--- src/design/lka_pkg.sv ---
// Shared constants, types and helpers for the luma key alpha pipeline.
package lka_pkg;

	localparam int unsigned CH_W     = 8;
	localparam int unsigned LVL_W    = 10;
	localparam int unsigned SUM_W    = 16;
	localparam int unsigned NUM_W    = CH_W + LVL_W;
	localparam int unsigned Y_SHIFT  = 6;

	localparam logic [LVL_W-1:0] LUMA_FULL = 10'd1020;
	localparam logic [6:0]       WEIGHT_R  = 7'd77;
	localparam logic [7:0]       WEIGHT_G  = 8'd150;
	localparam logic [4:0]       WEIGHT_B  = 5'd29;

	localparam logic [LVL_W-1:0] THR_RESET  = 10'd102;
	localparam logic [LVL_W-1:0] SOFT_RESET = 10'd102;

	localparam logic [1:0] REG_THRESHOLD = 2'd0;
	localparam logic [1:0] REG_SOFTNESS  = 2'd1;
	localparam logic [1:0] REG_INVERT    = 2'd2;

	typedef enum logic [1:0] {
		MODE_CLEAR,
		MODE_RAMP,
		MODE_KEEP
	} key_mode_t;

	typedef struct packed {
		logic [NUM_W-1:0] rem;
		logic [CH_W-1:0]  quo;
	} div_t;

	// one restoring step: subtract the shifted divisor when it fits
	function automatic div_t div_step(input div_t d, input logic [NUM_W-1:0] dsh);
		div_t r;
		if (d.rem >= dsh) begin
			r.rem = d.rem - dsh;
			r.quo = {d.quo[CH_W-2:0], 1'b1};
		end else begin
			r.rem = d.rem;
			r.quo = {d.quo[CH_W-2:0], 1'b0};
		end
		return r;
	endfunction

endpackage

--- src/design/luma_key_alpha_core.sv ---
// Luma key with soft threshold: BGRA pixel in, colour passed, alpha keyed.
// The start strobe passes through the stage valid bits vld_s1 to vld_s8 and leaves as the done strobe.
// Throughput: one beat per clock; busy is always low, each stage registers per clock.
// The ramp division runs as a restoring divider spread over four stages, two bits each.
// Reset clears the stage valid bits and loads threshold 102, softness 102, no invert.
// The receiver cannot stall, so results leave straight from the last stage.
module luma_key_alpha_core
	import lka_pkg::*;
(
	input  logic             clk,
	input  logic             arst_n,
	input  logic             start,
	output logic             busy,
	input  logic [CH_W-1:0]  blue_in,
	input  logic [CH_W-1:0]  green_in,
	input  logic [CH_W-1:0]  red_in,
	input  logic [CH_W-1:0]  alpha_in,
	output logic             done,
	output logic [CH_W-1:0]  blue_out,
	output logic [CH_W-1:0]  green_out,
	output logic [CH_W-1:0]  red_out,
	output logic [CH_W-1:0]  alpha_out,
	input  logic             cfg_we,
	input  logic [1:0]       cfg_index,
	input  logic [LVL_W-1:0] cfg_data
);

	// Configuration registers. Writes must only arrive while the pipe is empty; the block
	// itself does not enforce it. Stages 2, 3 and 5 to 8 read these directly.
	logic [LVL_W-1:0] thr_q;
	logic [LVL_W-1:0] soft_q;
	logic             inv_q;

	always_ff @(posedge clk or negedge arst_n) begin
		if (!arst_n) begin
			thr_q  <= THR_RESET;
			soft_q <= SOFT_RESET;
			inv_q  <= 1'b0;
		end else if (cfg_we) begin
			unique case (cfg_index)
				REG_THRESHOLD: thr_q  <= cfg_data;
				REG_SOFTNESS:  soft_q <= cfg_data;
				REG_INVERT:    inv_q  <= cfg_data[0];
				default: ;
			endcase
		end
	end

	// Never stalls: a beat may enter on every clock.
	assign busy = 1'b0;

	logic accept;
	assign accept = start && !busy;

	// Valid bits travel alongside the data, one per stage.
	logic vld_s1, vld_s2, vld_s3, vld_s4, vld_s5, vld_s6, vld_s7, vld_s8;

	always_ff @(posedge clk or negedge arst_n) begin
		if (!arst_n) begin
			vld_s1 <= 1'b0;
			vld_s2 <= 1'b0;
			vld_s3 <= 1'b0;
			vld_s4 <= 1'b0;
			vld_s5 <= 1'b0;
			vld_s6 <= 1'b0;
			vld_s7 <= 1'b0;
			vld_s8 <= 1'b0;
		end else begin
			vld_s1 <= accept;
			vld_s2 <= vld_s1;
			vld_s3 <= vld_s2;
			vld_s4 <= vld_s3;
			vld_s5 <= vld_s4;
			vld_s6 <= vld_s5;
			vld_s7 <= vld_s6;
			vld_s8 <= vld_s7;
		end
	end

	// Colour rides along every stage untouched; the incoming alpha rides along up to stage 7.
	logic [CH_W-1:0] b_s1, g_s1, r_s1, a_s1;
	logic [CH_W-1:0] b_s2, g_s2, r_s2, a_s2;
	logic [CH_W-1:0] b_s3, g_s3, r_s3, a_s3;
	logic [CH_W-1:0] b_s4, g_s4, r_s4, a_s4;
	logic [CH_W-1:0] b_s5, g_s5, r_s5, a_s5;
	logic [CH_W-1:0] b_s6, g_s6, r_s6, a_s6;
	logic [CH_W-1:0] b_s7, g_s7, r_s7, a_s7;
	logic [CH_W-1:0] b_s8, g_s8, r_s8;

	// Stage 1: weighted luma sum (constant multiplies and adds).
	logic [SUM_W-1:0] sum_s1;

	// Stage 2: quarter-step luma turned into the key distance.
	logic [LVL_W-1:0] dist_s2;

	// Stage 3: classify against the ramp and form the ramp offset.
	key_mode_t        mode_s3, mode_s4, mode_s5, mode_s6, mode_s7;
	logic [LVL_W-1:0] diff_s3;

	// Stage 4: ramp numerator alpha * offset.
	logic [NUM_W-1:0] num_s4;

	// Stages 5..8: restoring divider, two quotient bits per stage.
	div_t div_s5, div_s6, div_s7;
	logic [CH_W-1:0] alpha_s8;

	logic [SUM_W-1:0] sum_d;
	logic [LVL_W-1:0] y4_d;
	logic [LVL_W:0]   ramp_end_d;
	key_mode_t        mode_d;
	logic [NUM_W-1:0] soft_ext;
	div_t             div5_d, div6_d, div7_d, div8_d;

	assign sum_d = SUM_W'(WEIGHT_R * red_in)
		+ SUM_W'(WEIGHT_G * green_in)
		+ SUM_W'(WEIGHT_B * blue_in);

	assign y4_d = sum_s1[Y_SHIFT +: LVL_W];

	// Ramp end kept one bit wider so it never wraps past full scale.
	assign ramp_end_d = {1'b0, thr_q} + {1'b0, soft_q};

	always_comb begin
		if (dist_s2 <= thr_q) begin
			mode_d = MODE_CLEAR;
		end else if ({1'b0, dist_s2} < ramp_end_d) begin
			mode_d = MODE_RAMP;
		end else begin
			mode_d = MODE_KEEP;
		end
	end

	assign soft_ext = NUM_W'(soft_q);

	// Quotient is below 256 in the ramp, so eight steps from bit 7 suffice.
	always_comb begin
		div5_d = div_step(div_step(div_t'{rem: num_s4, quo: '0}, soft_ext << 7),
			soft_ext << 6);
		div6_d = div_step(div_step(div_s5, soft_ext << 5), soft_ext << 4);
		div7_d = div_step(div_step(div_s6, soft_ext << 3), soft_ext << 2);
		div8_d = div_step(div_step(div_s7, soft_ext << 1), soft_ext);
	end

	always_ff @(posedge clk) begin
		// stage 1
		b_s1   <= blue_in;
		g_s1   <= green_in;
		r_s1   <= red_in;
		a_s1   <= alpha_in;
		sum_s1 <= sum_d;
		// stage 2
		b_s2    <= b_s1;
		g_s2    <= g_s1;
		r_s2    <= r_s1;
		a_s2    <= a_s1;
		dist_s2 <= inv_q ? (LUMA_FULL - y4_d) : y4_d;
		// stage 3
		b_s3    <= b_s2;
		g_s3    <= g_s2;
		r_s3    <= r_s2;
		a_s3    <= a_s2;
		mode_s3 <= mode_d;
		diff_s3 <= dist_s2 - thr_q;
		// stage 4
		b_s4    <= b_s3;
		g_s4    <= g_s3;
		r_s4    <= r_s3;
		a_s4    <= a_s3;
		mode_s4 <= mode_s3;
		num_s4  <= NUM_W'(a_s3 * diff_s3);
		// stage 5
		b_s5    <= b_s4;
		g_s5    <= g_s4;
		r_s5    <= r_s4;
		a_s5    <= a_s4;
		mode_s5 <= mode_s4;
		div_s5  <= div5_d;
		// stage 6
		b_s6    <= b_s5;
		g_s6    <= g_s5;
		r_s6    <= r_s5;
		a_s6    <= a_s5;
		mode_s6 <= mode_s5;
		div_s6  <= div6_d;
		// stage 7
		b_s7    <= b_s6;
		g_s7    <= g_s6;
		r_s7    <= r_s6;
		a_s7    <= a_s6;
		mode_s7 <= mode_s6;
		div_s7  <= div7_d;
		// stage 8: pick the final alpha and hold the beat for one cycle
		b_s8 <= b_s7;
		g_s8 <= g_s7;
		r_s8 <= r_s7;
		unique case (mode_s7)
			MODE_CLEAR: alpha_s8 <= '0;
			MODE_RAMP:  alpha_s8 <= div8_d.quo;
			MODE_KEEP:  alpha_s8 <= a_s7;
			default:    alpha_s8 <= a_s7;
		endcase
	end

	assign done      = vld_s8;
	assign blue_out  = b_s8;
	assign green_out = g_s8;
	assign red_out   = r_s8;
	assign alpha_out = alpha_s8;

endmodule
--- config.mk ---
export PLATFORM = sky130hd
export DESIGN_NAME = luma_key_alpha_core
export DESIGN_NICKNAME = d
export VERILOG_FILES = /design/src/design/lka_pkg.sv /design/src/design/luma_key_alpha_core.sv
export SDC_FILE = /design/constraint.sdc
export NUM_CORES = 1
export LEC_CHECK = 0
export ABC_AREA = 0
export BUFFER_PORTS_ARGS = -buffer_cell sky130_fd_sc_hd__clkbuf_2
export CORE_ASPECT_RATIO = 0.75
export CORE_MARGIN = 2
export CORE_UTILIZATION = 56
export DETAILED_ROUTE_END_ITERATION = 6
export PLACE_DENSITY = 0.76
export REMOVE_ABC_BUFFERS = 1
export SLEW_MARGIN = 20
export SYNTH_ARGS = -nofsm -noshare
export SYNTH_HDL_FRONTEND = slang
export SYNTH_SLANG_ARGS = --single-unit
--- constraint.sdc ---
create_clock -name clk -period 5.25 [get_ports clk]
set_clock_uncertainty 0.05 [all_clocks]
set_input_delay 0.2625 -clock clk [delete_from_list [all_inputs] [get_ports clk]]
set_output_delay 0.2625 -clock clk [all_outputs]
set_load 0.01 [all_outputs]
==> out/metrics.csv, run 1 <==
metric,value,unit
run status,finished with violations,
failing checks,negative setup slack,
Core Region,36000,um2
initial core utilization,0.569,
fillers,2590,
Layout area overhead,18.9,%
Total Routing Usage GR,0.237,
fin crit period,5.35,ns
clk sinks,409,
Synth Flop Type,dfxtp_1,
register area share after synthesis,0.408,
Post-Synth Simple-Gate Area,0.106,
xor/xnor share of the synthesized area,0.0448,
hold path depth,4,
Hold Path Origin,cfg_index[1],
mux cell area share after synthesis,0.0390,
post-synthesis instance area,20500,um2
WHS,0.0666,ns
largest net degree at the start of global routing,30,
mean cell area of the mapped netlist,10.8,um2
Synth cell types,101,
worst reg2reg path depth,18,
CTS tree,done,
final setup fails,4,
via count,14200,
Ports,82,
first-pass GRT wire length,72300,um
share of cells above drive strength 1,0.182,
Final WS setup,-0.102,ns
Final Max Slew Viols,0,
Hold Path End,thr_q[2],
Synth Instances,1897,
gr ovfl total,0,
root buf cell,clkbuf_16,
"CTS clk-pin slew, worst paths",0.07,ns
die area,38100,um2
Crit path required time,5.64,ns
total wire length,44600,um
synth warn,0,
# rows,60,
initial antenna violation count,1,
PortBufs,80,
Hold WC Path Type,primary input to flop,
CP Capture Type,flop,
Longest Clk Path Bufs,3,
adder-cell area share of the yosys netlist,0.252,
RR Endpoint,div_s7[12],
drt first-iter violations,738,
final count of hold timing violations,0,
residual DRC count,0,
routed len/inst,17.1,um
RSZ-0062 raised after global routing,true,
Antenna Nets Post-Route,0,
vias per cell,5.45,
die height,170,um
setup_tns,-0.202,ns
"Data arrival, critical path",5.74,ns
Slew @ Worst Pin,0.767,ns
Startpoint Class,primary input,
final net count,2513,
htree depth,2,
Slew HR,0.488,
CP Class,primary input to flop,
"FFs w/ async S/R, synth",0.0709,
Compound-Gate Fraction of Synth Area,0.104,
GP Congestion,0.910,
DIE WIDTH,225,um
Post-synth EDFFs,0,
largest fanout on the critical path,4,
Placement Setup Slack,-1.14,ns
largest family of logic cells by synthesized area,adder cells,
CTS Buf Count,39,
reg-to-reg startpoint,soft_q[8],
Reg2Reg Setup Slack,0.20,ns
"FF+latch count, synth",409,
number of global-route vias before repair,14500,
Initial DRT Pass Iterations,6,
Tcrit/Tclk final,1.02,
clock latency on the worst-skew pair,0.55,ns
Max Freq,187,MHz
max-cap violation count,0,
"Design Area, Final",24300,um2
placed cell areas,21900,um2
dpl hpwl,33000,um
## registers in the layout, summed over array words and instances (netlist names), 10 cells and up
name	flops
thr_q	10
dist_s2	10
div_s6	22
div_s5	20
soft_q	10
num_s4	18
sum_s1	10
diff_s3	10
div_s7	24
## critical path, cell delays in order
cell and delay [ns]:
clkbuf_2 0.12, buf_6 0.14, ha_4 0.27, ha_4 0.19, fa_1 0.50, ha_4 0.33, inv_2 0.04, buf_4 0.14
xnor2_2 0.15, fa_1 0.49, inv_1 0.05, ha_1 0.30, fa_1 0.47, fa_1 0.49, ha_2 0.34, o21a_1 0.19
o21ai_4 0.07, nor3_4 0.23, nor4_4 0.08, o311a_1 0.38, buf_4 0.14, buf_4 0.12, buf_4 0.12, xnor2_1 0.12
## timing repair
action,CTS,global route
setup endpoints to repair,6,33
hold buffers,44,0
gates resized for setup,51,40
pin swaps,39,15
endpoints found under the hold margin,75,0
setup buffers,1,3
## metrics by stage
| stage | util | instances |
|---|---|---|
| final | 0.676 | 2614 |
| after global routing | 0.676 | 2614 |
| after CTS | 0.670 | 2610 |
| after detailed placement | 0.609 | 2497 |
| after global placement | 0.609 | 2497 |
| after floorplan | - | 1875 |
## kinds of logic after synthesis
group / count (synthesis)
compound gates: 320
xor+xnor: 103
fa+ha+maj: 344
buf+inv: 243
flops: 409
mux: 68
other cells: 1
simple gates: 409
## worst max-delay path by stage
stage	cells after the start	start	slack, ns	end
6_report	24	green_in[4]	-0.10	sum_s1[13]
3_5_place_dp	22	green_in[4]	-1.14	sum_s1[15]
2_1_floorplan	21	green_in[4]	-0.81	sum_s1[15]
5_1_grt	22	green_in[6]	-0.26	sum_s1[15]
3_3_place_gp	22	green_in[4]	-1.05	sum_s1[15]
4_1_cts	28	green_in[5]	-0.16	sum_s1[15]
## area by class of cell
class	instances	area, um2	area share
clock inverters	14	245	0.0101
multi-input cells	1245	11600	0.478
flip-flops and latches	409	8350	0.343
inverters	221	830	0.0341
well taps	465	582	0.0239
repair buffers	205	1490	0.0612
clock buffers	54	1190	0.0491
diodes	1	2.50	0.000103
## cells in the mapped netlist, types with 6 or more instances
cell type  instances  area, um2
nor4_1            10       62.6
a31oi_1           15       93.8
nand2b_1          16        100
inv_1            221        830
xor2_1            28        245
mux2_4            13        195
nand2_1          107        402
o21bai_1          11       82.6
nor3_1            33        165
xnor2_1           74        648
and2_1            45        282
ha_1             232       2900
o211ai_1           9       67.6
a22o_1             7       61.3
o21ai_0           71        355
dfstp_2            8        210
fa_1             112       2240
o21a_1            18        135
or2_2              6       37.5
or4_1              8       60.1
and3_1             8       50.1
nor2_1            84        315
dfrtp_1           21        526
mux2i_1           13        130
nand4_1           12       75.1
a21o_1            28        210
a21oi_1           84        420
dfxtp_1          380       7610
mux2_2            39        439
a211oi_1           8       60.1
or3_1              7       43.8
clkbuf_1          14       52.6
nand3_1           20        100
a21boi_0           6       45.0
nor2b_1           21        131
## layer usage
layer / up-vias / wire length, um / GRT usage / share of wire
met3: 82 / 2150 / 0.0424 / 0.048
li1: 6920 / - / - / -
met1: 6908 / 20000 / 0.311 / 0.45
met4: 0 / 1050 / 0.0688 / 0.023
met2: 326 / 21400 / 0.402 / 0.48
met5: - / 0 / 0 / 0
## placed cells by master (no fill, tap or decap), drive strengths merged, types with 55 or more instances in the layout
cell and count:
clkbuf 132, mux2 55, fa 112, a21oi 84, inv 225, nor2 86, buf 83, dfxtp 380
o21ai 77, nand2 108, ha 232, xnor2 74
Power of run 1 is not shown: default switching activity piles up to over one toggle a cycle in this logic, so the estimate is an artifact.
==> run 2: changes to the inputs <==
--- a/config.mk
+++ b/config.mk
@@ -11,7 +11,7 @@
 export CORE_MARGIN = 2
 export CORE_UTILIZATION = 56
 export DETAILED_ROUTE_END_ITERATION = 6
-export PLACE_DENSITY = 0.76
+export PLACE_DENSITY = 0.77
 export REMOVE_ABC_BUFFERS = 1
 export SLEW_MARGIN = 20
 export SYNTH_ARGS = -nofsm -noshare
==> run 2 against run 1 <==
  * The flow still finishes with violations (negative setup slack)
  * Register-to-register slack worse by 0.03 ns
  * First-iteration DRC count grew 31%
  * Wire length is 5.0% higher
  * Sequential cell count did not move
  * Sequential share of layout area is essentially flat
  * Core utilization about the same
  * Critical path type unchanged
==> out/metrics.csv, run 2 (synthesized netlist as in run 1, its figures left out) <==
metric,value,unit,change
final count of hold timing violations,0,,unchanged
drt first-iter violations,967,,was 738
largest net degree at the start of global routing,30,,unchanged
Layout area overhead,18.9,%,about the same
CP Class,primary input to flop,,unchanged
initial core utilization,0.569,,unchanged
largest registers,"div_s7 (24), div_s6 (22), div_s5 (20)",,unchanged
Core Region,36000,um2,unchanged
root buf cell,clkbuf_16,,unchanged
via count,14300,,was 14.2k
CP Capture Type,flop,,unchanged
"Data arrival, critical path",5.91,ns,was 5.74 ns
first-pass GRT wire length,74000,um,was 72300 um
routed len/inst,17.8,um,was 17.1 um
max reg flops,24,,unchanged
failing checks,negative setup slack,,unchanged
residual DRC count,0,,unchanged
RSZ-0062 raised after global routing,true,,unchanged
DIE WIDTH,225,um,unchanged
"most common cell after layout, fill and taps aside",dfxtp_1,,unchanged
Ports,82,,unchanged
Final Max Slew Viols,0,,unchanged
Total Routing Usage GR,0.245,,was 0.237
Tcrit/Tclk final,1.05,,was 1.02
max-cap violation count,0,,unchanged
final net count,2522,,was 2513
die height,170,um,unchanged
Antenna Nets Post-Route,0,,unchanged
PortBufs,80,,unchanged
die area,38100,um2,unchanged
dpl hpwl,34200,um,was 33000 um
GP Congestion,0.884,,was 0.910
clk sinks,409,,unchanged
gr ovfl total,0,,unchanged
WHS,0.0608,ns,was 0.0666 ns
Longest Clk Path Bufs,3,,unchanged
# rows,60,,unchanged
Final WS setup,-0.273,ns,was -0.102 ns
CTS tree,done,,unchanged
vias per cell,5.44,,was 5.45
clock latency on the worst-skew pair,0.55,ns,about the same
htree depth,2,,unchanged
total wire length,46800,um,was 44600 um
number of global-route vias before repair,14300,,was 14.5k
Hold WC Path Type,primary input to flop,,unchanged
Biggest register,div_s7,,unchanged
CTS Buf Count,40,,was 39
Slew HR,0.492,,was 0.488
run status,finished with violations,,unchanged
Startpoint Class,primary input,,unchanged
fin crit period,5.52,ns,was 5.35 ns
share of cells above drive strength 1,0.182,,about the same
Crit path required time,5.63,ns,was 5.64 ns
Reg area,8350,um2,about the same
Initial DRT Pass Iterations,5,,was 6
largest fanout on the critical path,2,,was 4
Max Freq,181,MHz,was 187 MHz
Slew @ Worst Pin,0.761,ns,was 0.767 ns
multi-input logic area,11600,um2,about the same
most frequent cells in the layout,"376 x dfxtp_1, 212 x inv_1, 211 x ha_1",,"was 377 x dfxtp_1, 211 x inv_1, 210 x ha_1"
"CTS clk-pin slew, worst paths",0.07,ns,about the same
initial antenna violation count,6,,was 1
final setup fails,5,,was 4
fillers,2541,,was 2590
run 2: cell types whose count changed in the layout (fill, tap and decap cells not counted), moves of 4 or more:
cell / change
bufinv_16: -4
buf_4: +6
clkbuf_8: -6
inv_2: -4
clkbuf_1: +4
clkinv_2: +4
nor2_2: -4
run 2: critical path: stages:
cell and delay (ns):
buf_8 0.10, ha_4 0.24, ha_4 0.27, inv_4 0.03
fa_1 0.49, fa_1 0.54, inv_2 0.06, ha_4 0.26
xnor2_4 0.17, fa_1 0.46, fa_1 0.53, inv_2 0.04
fa_1 0.48, fa_1 0.58, inv_2 0.06, ha_4 0.24
or2_4 0.27, a21oi_4 0.16, o311a_1 0.23, o21bai_2 0.10
a21oi_2 0.13, xor3_1 0.22
run 2: final timing paths:
path / start / endpoint / slack, ns / depth (start not counted)
min in group asynchronous: arst_n / soft_q[4] / 0.29 / 2
setup / recovery: green_in[6] / sum_s1[15] / -0.27 / 22
max in group asynchronous: arst_n / vld_s6 / 4.36 / 2
hold / removal: cfg_index[1] / thr_q[1] / 0.06 / 4
setup reg to reg: soft_q[6] / div_s7[12] / 0.17 / 18
hold reg to reg: g_s7[2] / green_out[2] / 0.26 / 0
run 2: cell type report:
cell class                 count  area share
multi-input combinational   1245       0.477
sequential                   409       0.343
timing repair buffer         213      0.0647
clock buffer                  52      0.0468
inverter                     221      0.0345
tap                          465      0.0239
clock inverter                21     0.00926
antenna                        3    0.000309
run 2: layer usage:
layer,wire length (um),vias to the layer above,global-route usage,part of all wire
met3,2810,102,0.0398,0.060
met2,22000,407,0.406,0.47
li1,-,6938,-,-
met5,13,-,0,0.00028
met4,1180,2,0.0691,0.025
met1,20800,6851,0.335,0.44
run 2: stage by stage:
stage          cells   util  setup slack [ns]  TNS, ns  area [um2]
3_3_place_gp    2501  0.610             -1.03    -5.65       21900
4_1_cts         2623  0.669            -0.173   -0.173       24100
5_1_grt         2629  0.676            -0.429    -1.64       24300
2_1_floorplan   1875      -            -0.806    -3.30       20300
3_5_place_dp    2501  0.610             -1.17    -6.58       21900
6_report        2629  0.676            -0.273   -0.747       24300
run 2: what timing repair did:
action	in CTS	in global routing
pin swaps	38	28
resized for setup	45	49
setup endpoints to repair	6	39
hold endpoints to repair	75	0
setup buffers	8	8
hold buffers	44	0
Power of run 2 is left out for the same reason.
==> run 3: changes to the inputs <==
--- a/config.mk
+++ b/config.mk
@@ -6,7 +6,8 @@
 export NUM_CORES = 1
 export LEC_CHECK = 0
 export ABC_AREA = 0
-export BUFFER_PORTS_ARGS = -buffer_cell sky130_fd_sc_hd__clkbuf_2
+export BUFFER_PORTS_ARGS = -buffer_cell sky130_fd_sc_hd__buf_2
+export CAP_MARGIN = 20
 export CORE_ASPECT_RATIO = 0.75
 export CORE_MARGIN = 2
 export CORE_UTILIZATION = 56
==> run 3 against run 2 <==
  * The flow still finishes with violations (negative setup slack)
  * Final area grew 0.29%
  * Die area is the same
  * Count of clock-buffer cells in the layout is the same
  * Critical endpoint unchanged
  * Via count grew 0.60%
  * Register-to-register slack is essentially flat
  * Worst hold slack lost 0.037 ns
==> out/metrics.csv, run 3 (synthesized netlist as in run 1, its figures left out) <==
metric,value,unit,change
Core Region,36000,um2,unchanged
GP Congestion,0.910,,was 0.884
hold path depth,3,,was 4
CTS Buf Count,40,,unchanged
WHS,0.0240,ns,was 0.0608 ns
DIE WIDTH,225,um,unchanged
worst reg2reg path depth,18,,unchanged
setup_tns,-0.344,ns,was -0.747 ns
Ports,82,,unchanged
routed len/inst,17.8,um,about the same
Startpoint Class,primary input,,unchanged
CP Class,primary input to flop,,unchanged
Total Routing Usage GR,0.245,,about the same
RSZ-0062 raised after global routing,true,,unchanged
Final Max Slew Viols,0,,unchanged
"Design Area, Final",24400,um2,was 24300 um2
CP Capture Type,flop,,unchanged
run status,finished with violations,,unchanged
PortBufs,80,,unchanged
total wire length,46800,um,about the same
failing checks,negative setup slack,,unchanged
drt first-iter violations,1037,,was 967
fin crit period,5.42,ns,was 5.52 ns
residual DRC count,0,,unchanged
Layout area overhead,19.2,%,was 18.9%
max-cap violation count,0,,unchanged
Crit path required time,5.62,ns,was 5.63 ns
clock latency on the worst-skew pair,0.54,ns,was 0.55 ns
final count of hold timing violations,0,,unchanged
RR Endpoint,div_s5[25],,was div_s7[12]
Final WS setup,-0.168,ns,was -0.273 ns
final net count,2531,,was 2522
via count,14400,,was 14.3k
largest fanout on the critical path,4,,was 2
Ant. Diodes,0,,was 3
largest registers,"div_s7 (24), div_s6 (22), div_s5 (20)",,unchanged
initial antenna violation count,1,,was 6
Slew @ Worst Pin,0.751,ns,was 0.761 ns
Slew HR,0.499,,was 0.492
CTS tree,done,,unchanged
vias per cell,5.46,,was 5.44
share of cells above drive strength 1,0.187,,was 0.182
root buf cell,clkbuf_16,,unchanged
fillers,2563,,was 2541
gr ovfl total,0,,unchanged
max reg flops,24,,unchanged
dpl hpwl,33700,um,was 34200 um
largest net degree at the start of global routing,30,,unchanged
clk sinks,409,,unchanged
Hold WC Path Type,primary input to flop,,unchanged
htree depth,2,,unchanged
first-pass GRT wire length,74200,um,was 74000 um
initial core utilization,0.569,,unchanged
# rows,60,,unchanged
Max Freq,185,MHz,was 181 MHz
"most common cell after layout, fill and taps aside",dfxtp_1,,unchanged
Hold Path Origin,green_in[5],,was cfg_index[1]
final setup fails,3,,was 5
die area,38100,um2,unchanged
Initial DRT Pass Iterations,7,,was 5
"CTS clk-pin slew, worst paths",0.07,ns,about the same
number of global-route vias before repair,14600,,was 14.3k
Tcrit/Tclk final,1.03,,was 1.05
Antenna Nets Post-Route,0,,unchanged
"Data arrival, critical path",5.78,ns,was 5.91 ns
reg-to-reg startpoint,soft_q[6],,unchanged
Hold Path End,g_s1[5],,was thr_q[1]
fin util,0.678,,was 0.676
die height,170,um,unchanged
placed cell areas,22000,um2,was 21900 um2
Reg2Reg Setup Slack,0.18,ns,was 0.17 ns
Biggest register,div_s7,,unchanged
Longest Clk Path Bufs,3,,unchanged
most frequent cells in the layout,"377 x dfxtp_1, 209 x inv_1, 207 x ha_1",,"was 376 x dfxtp_1, 212 x inv_1, 211 x ha_1"
==> run 3: cell types whose count changed in the layout (fill, tap and decap cells not counted), sizes merged <==
| cell | change |
|---|---|
| diode | -3 |
| dlygate4sd3 | -1 |
| inv | -1 |
| bufinv | +1 |
| clkinv | -4 |
| buf | +87 |
| nand3b | +1 |
| clkinvlp | +2 |
| clkbuf | -78 |
==> run 3: metrics by stage <==
step           setup WS [ns]  cells
2_1_floorplan         -0.806   1875
3_3_place_gp           -1.05   2504
3_5_place_dp           -1.17   2504
4_1_cts               -0.180   2625
5_1_grt               -0.327   2633
6_report              -0.168   2633
==> run 3: worst max path at each step <==
stage / startpoint / endpoint / slack [ns]
floorplan: green_in[4] / sum_s1[15] / -0.81
global placement: green_in[4] / sum_s1[15] / -1.05
detailed placement: green_in[4] / sum_s1[15] / -1.17
CTS: green_in[5] / sum_s1[15] / -0.18
global route: green_in[5] / sum_s1[15] / -0.33
finish: green_in[5] / sum_s1[15] / -0.17
==> run 3: per-layer routing <==
layer  wire length (um)  vias up  track usage
met4               1370        2       0.0763
li1                   -     6949            -
met5                 13        -            0
met1              21100     6950        0.327
met2              21600      377        0.402
met3               2720      108       0.0526
==> run 3: worst max-delay path, cell delays in order <==
cell and delay [ns]:
buf_8 0.10, ha_4 0.24, ha_4 0.24, ha_4 0.26, inv_2 0.03, fa_1 0.49
inv_2 0.05, ha_4 0.28, nand2_1 0.06, o21ai_1 0.22, nand2b_1 0.17, fa_1 0.41
inv_1 0.07, ha_1 0.24, inv_2 0.06, fa_1 0.42, fa_1 0.51, inv_2 0.06
ha_4 0.27, o21ai_1 0.08, nor3_2 0.32, nor4_4 0.07, o311a_1 0.39, o21bai_1 0.20
a21oi_1 0.11, xor3_1 0.17
==> run 3: layout make-up <==
type | instances | area, um2 | share of cell area
Timing Repair Buffer | 221 | 1630 | 0.0667
Clock inverter | 19 | 224 | 0.00918
Multi-Input combinational cell | 1246 | 11700 | 0.478
Tap cell | 465 | 582 | 0.0239
Clock buffer | 52 | 1120 | 0.0458
Sequential cell | 409 | 8350 | 0.342
Inverter | 221 | 833 | 0.0342
==> run 3: timing repair <==
action / 4_1_cts / 5_1_grt
endpoints found under the hold margin: 74 / 0
hold buffers: 43 / 0
endpoints found under the setup margin: 6 / 34
resized for setup: 57 / 41
gates cloned: 0 / 1
pin swaps: 39 / 20
setup buffers: 7 / 11
Power of run 3 is left out for the same reason.
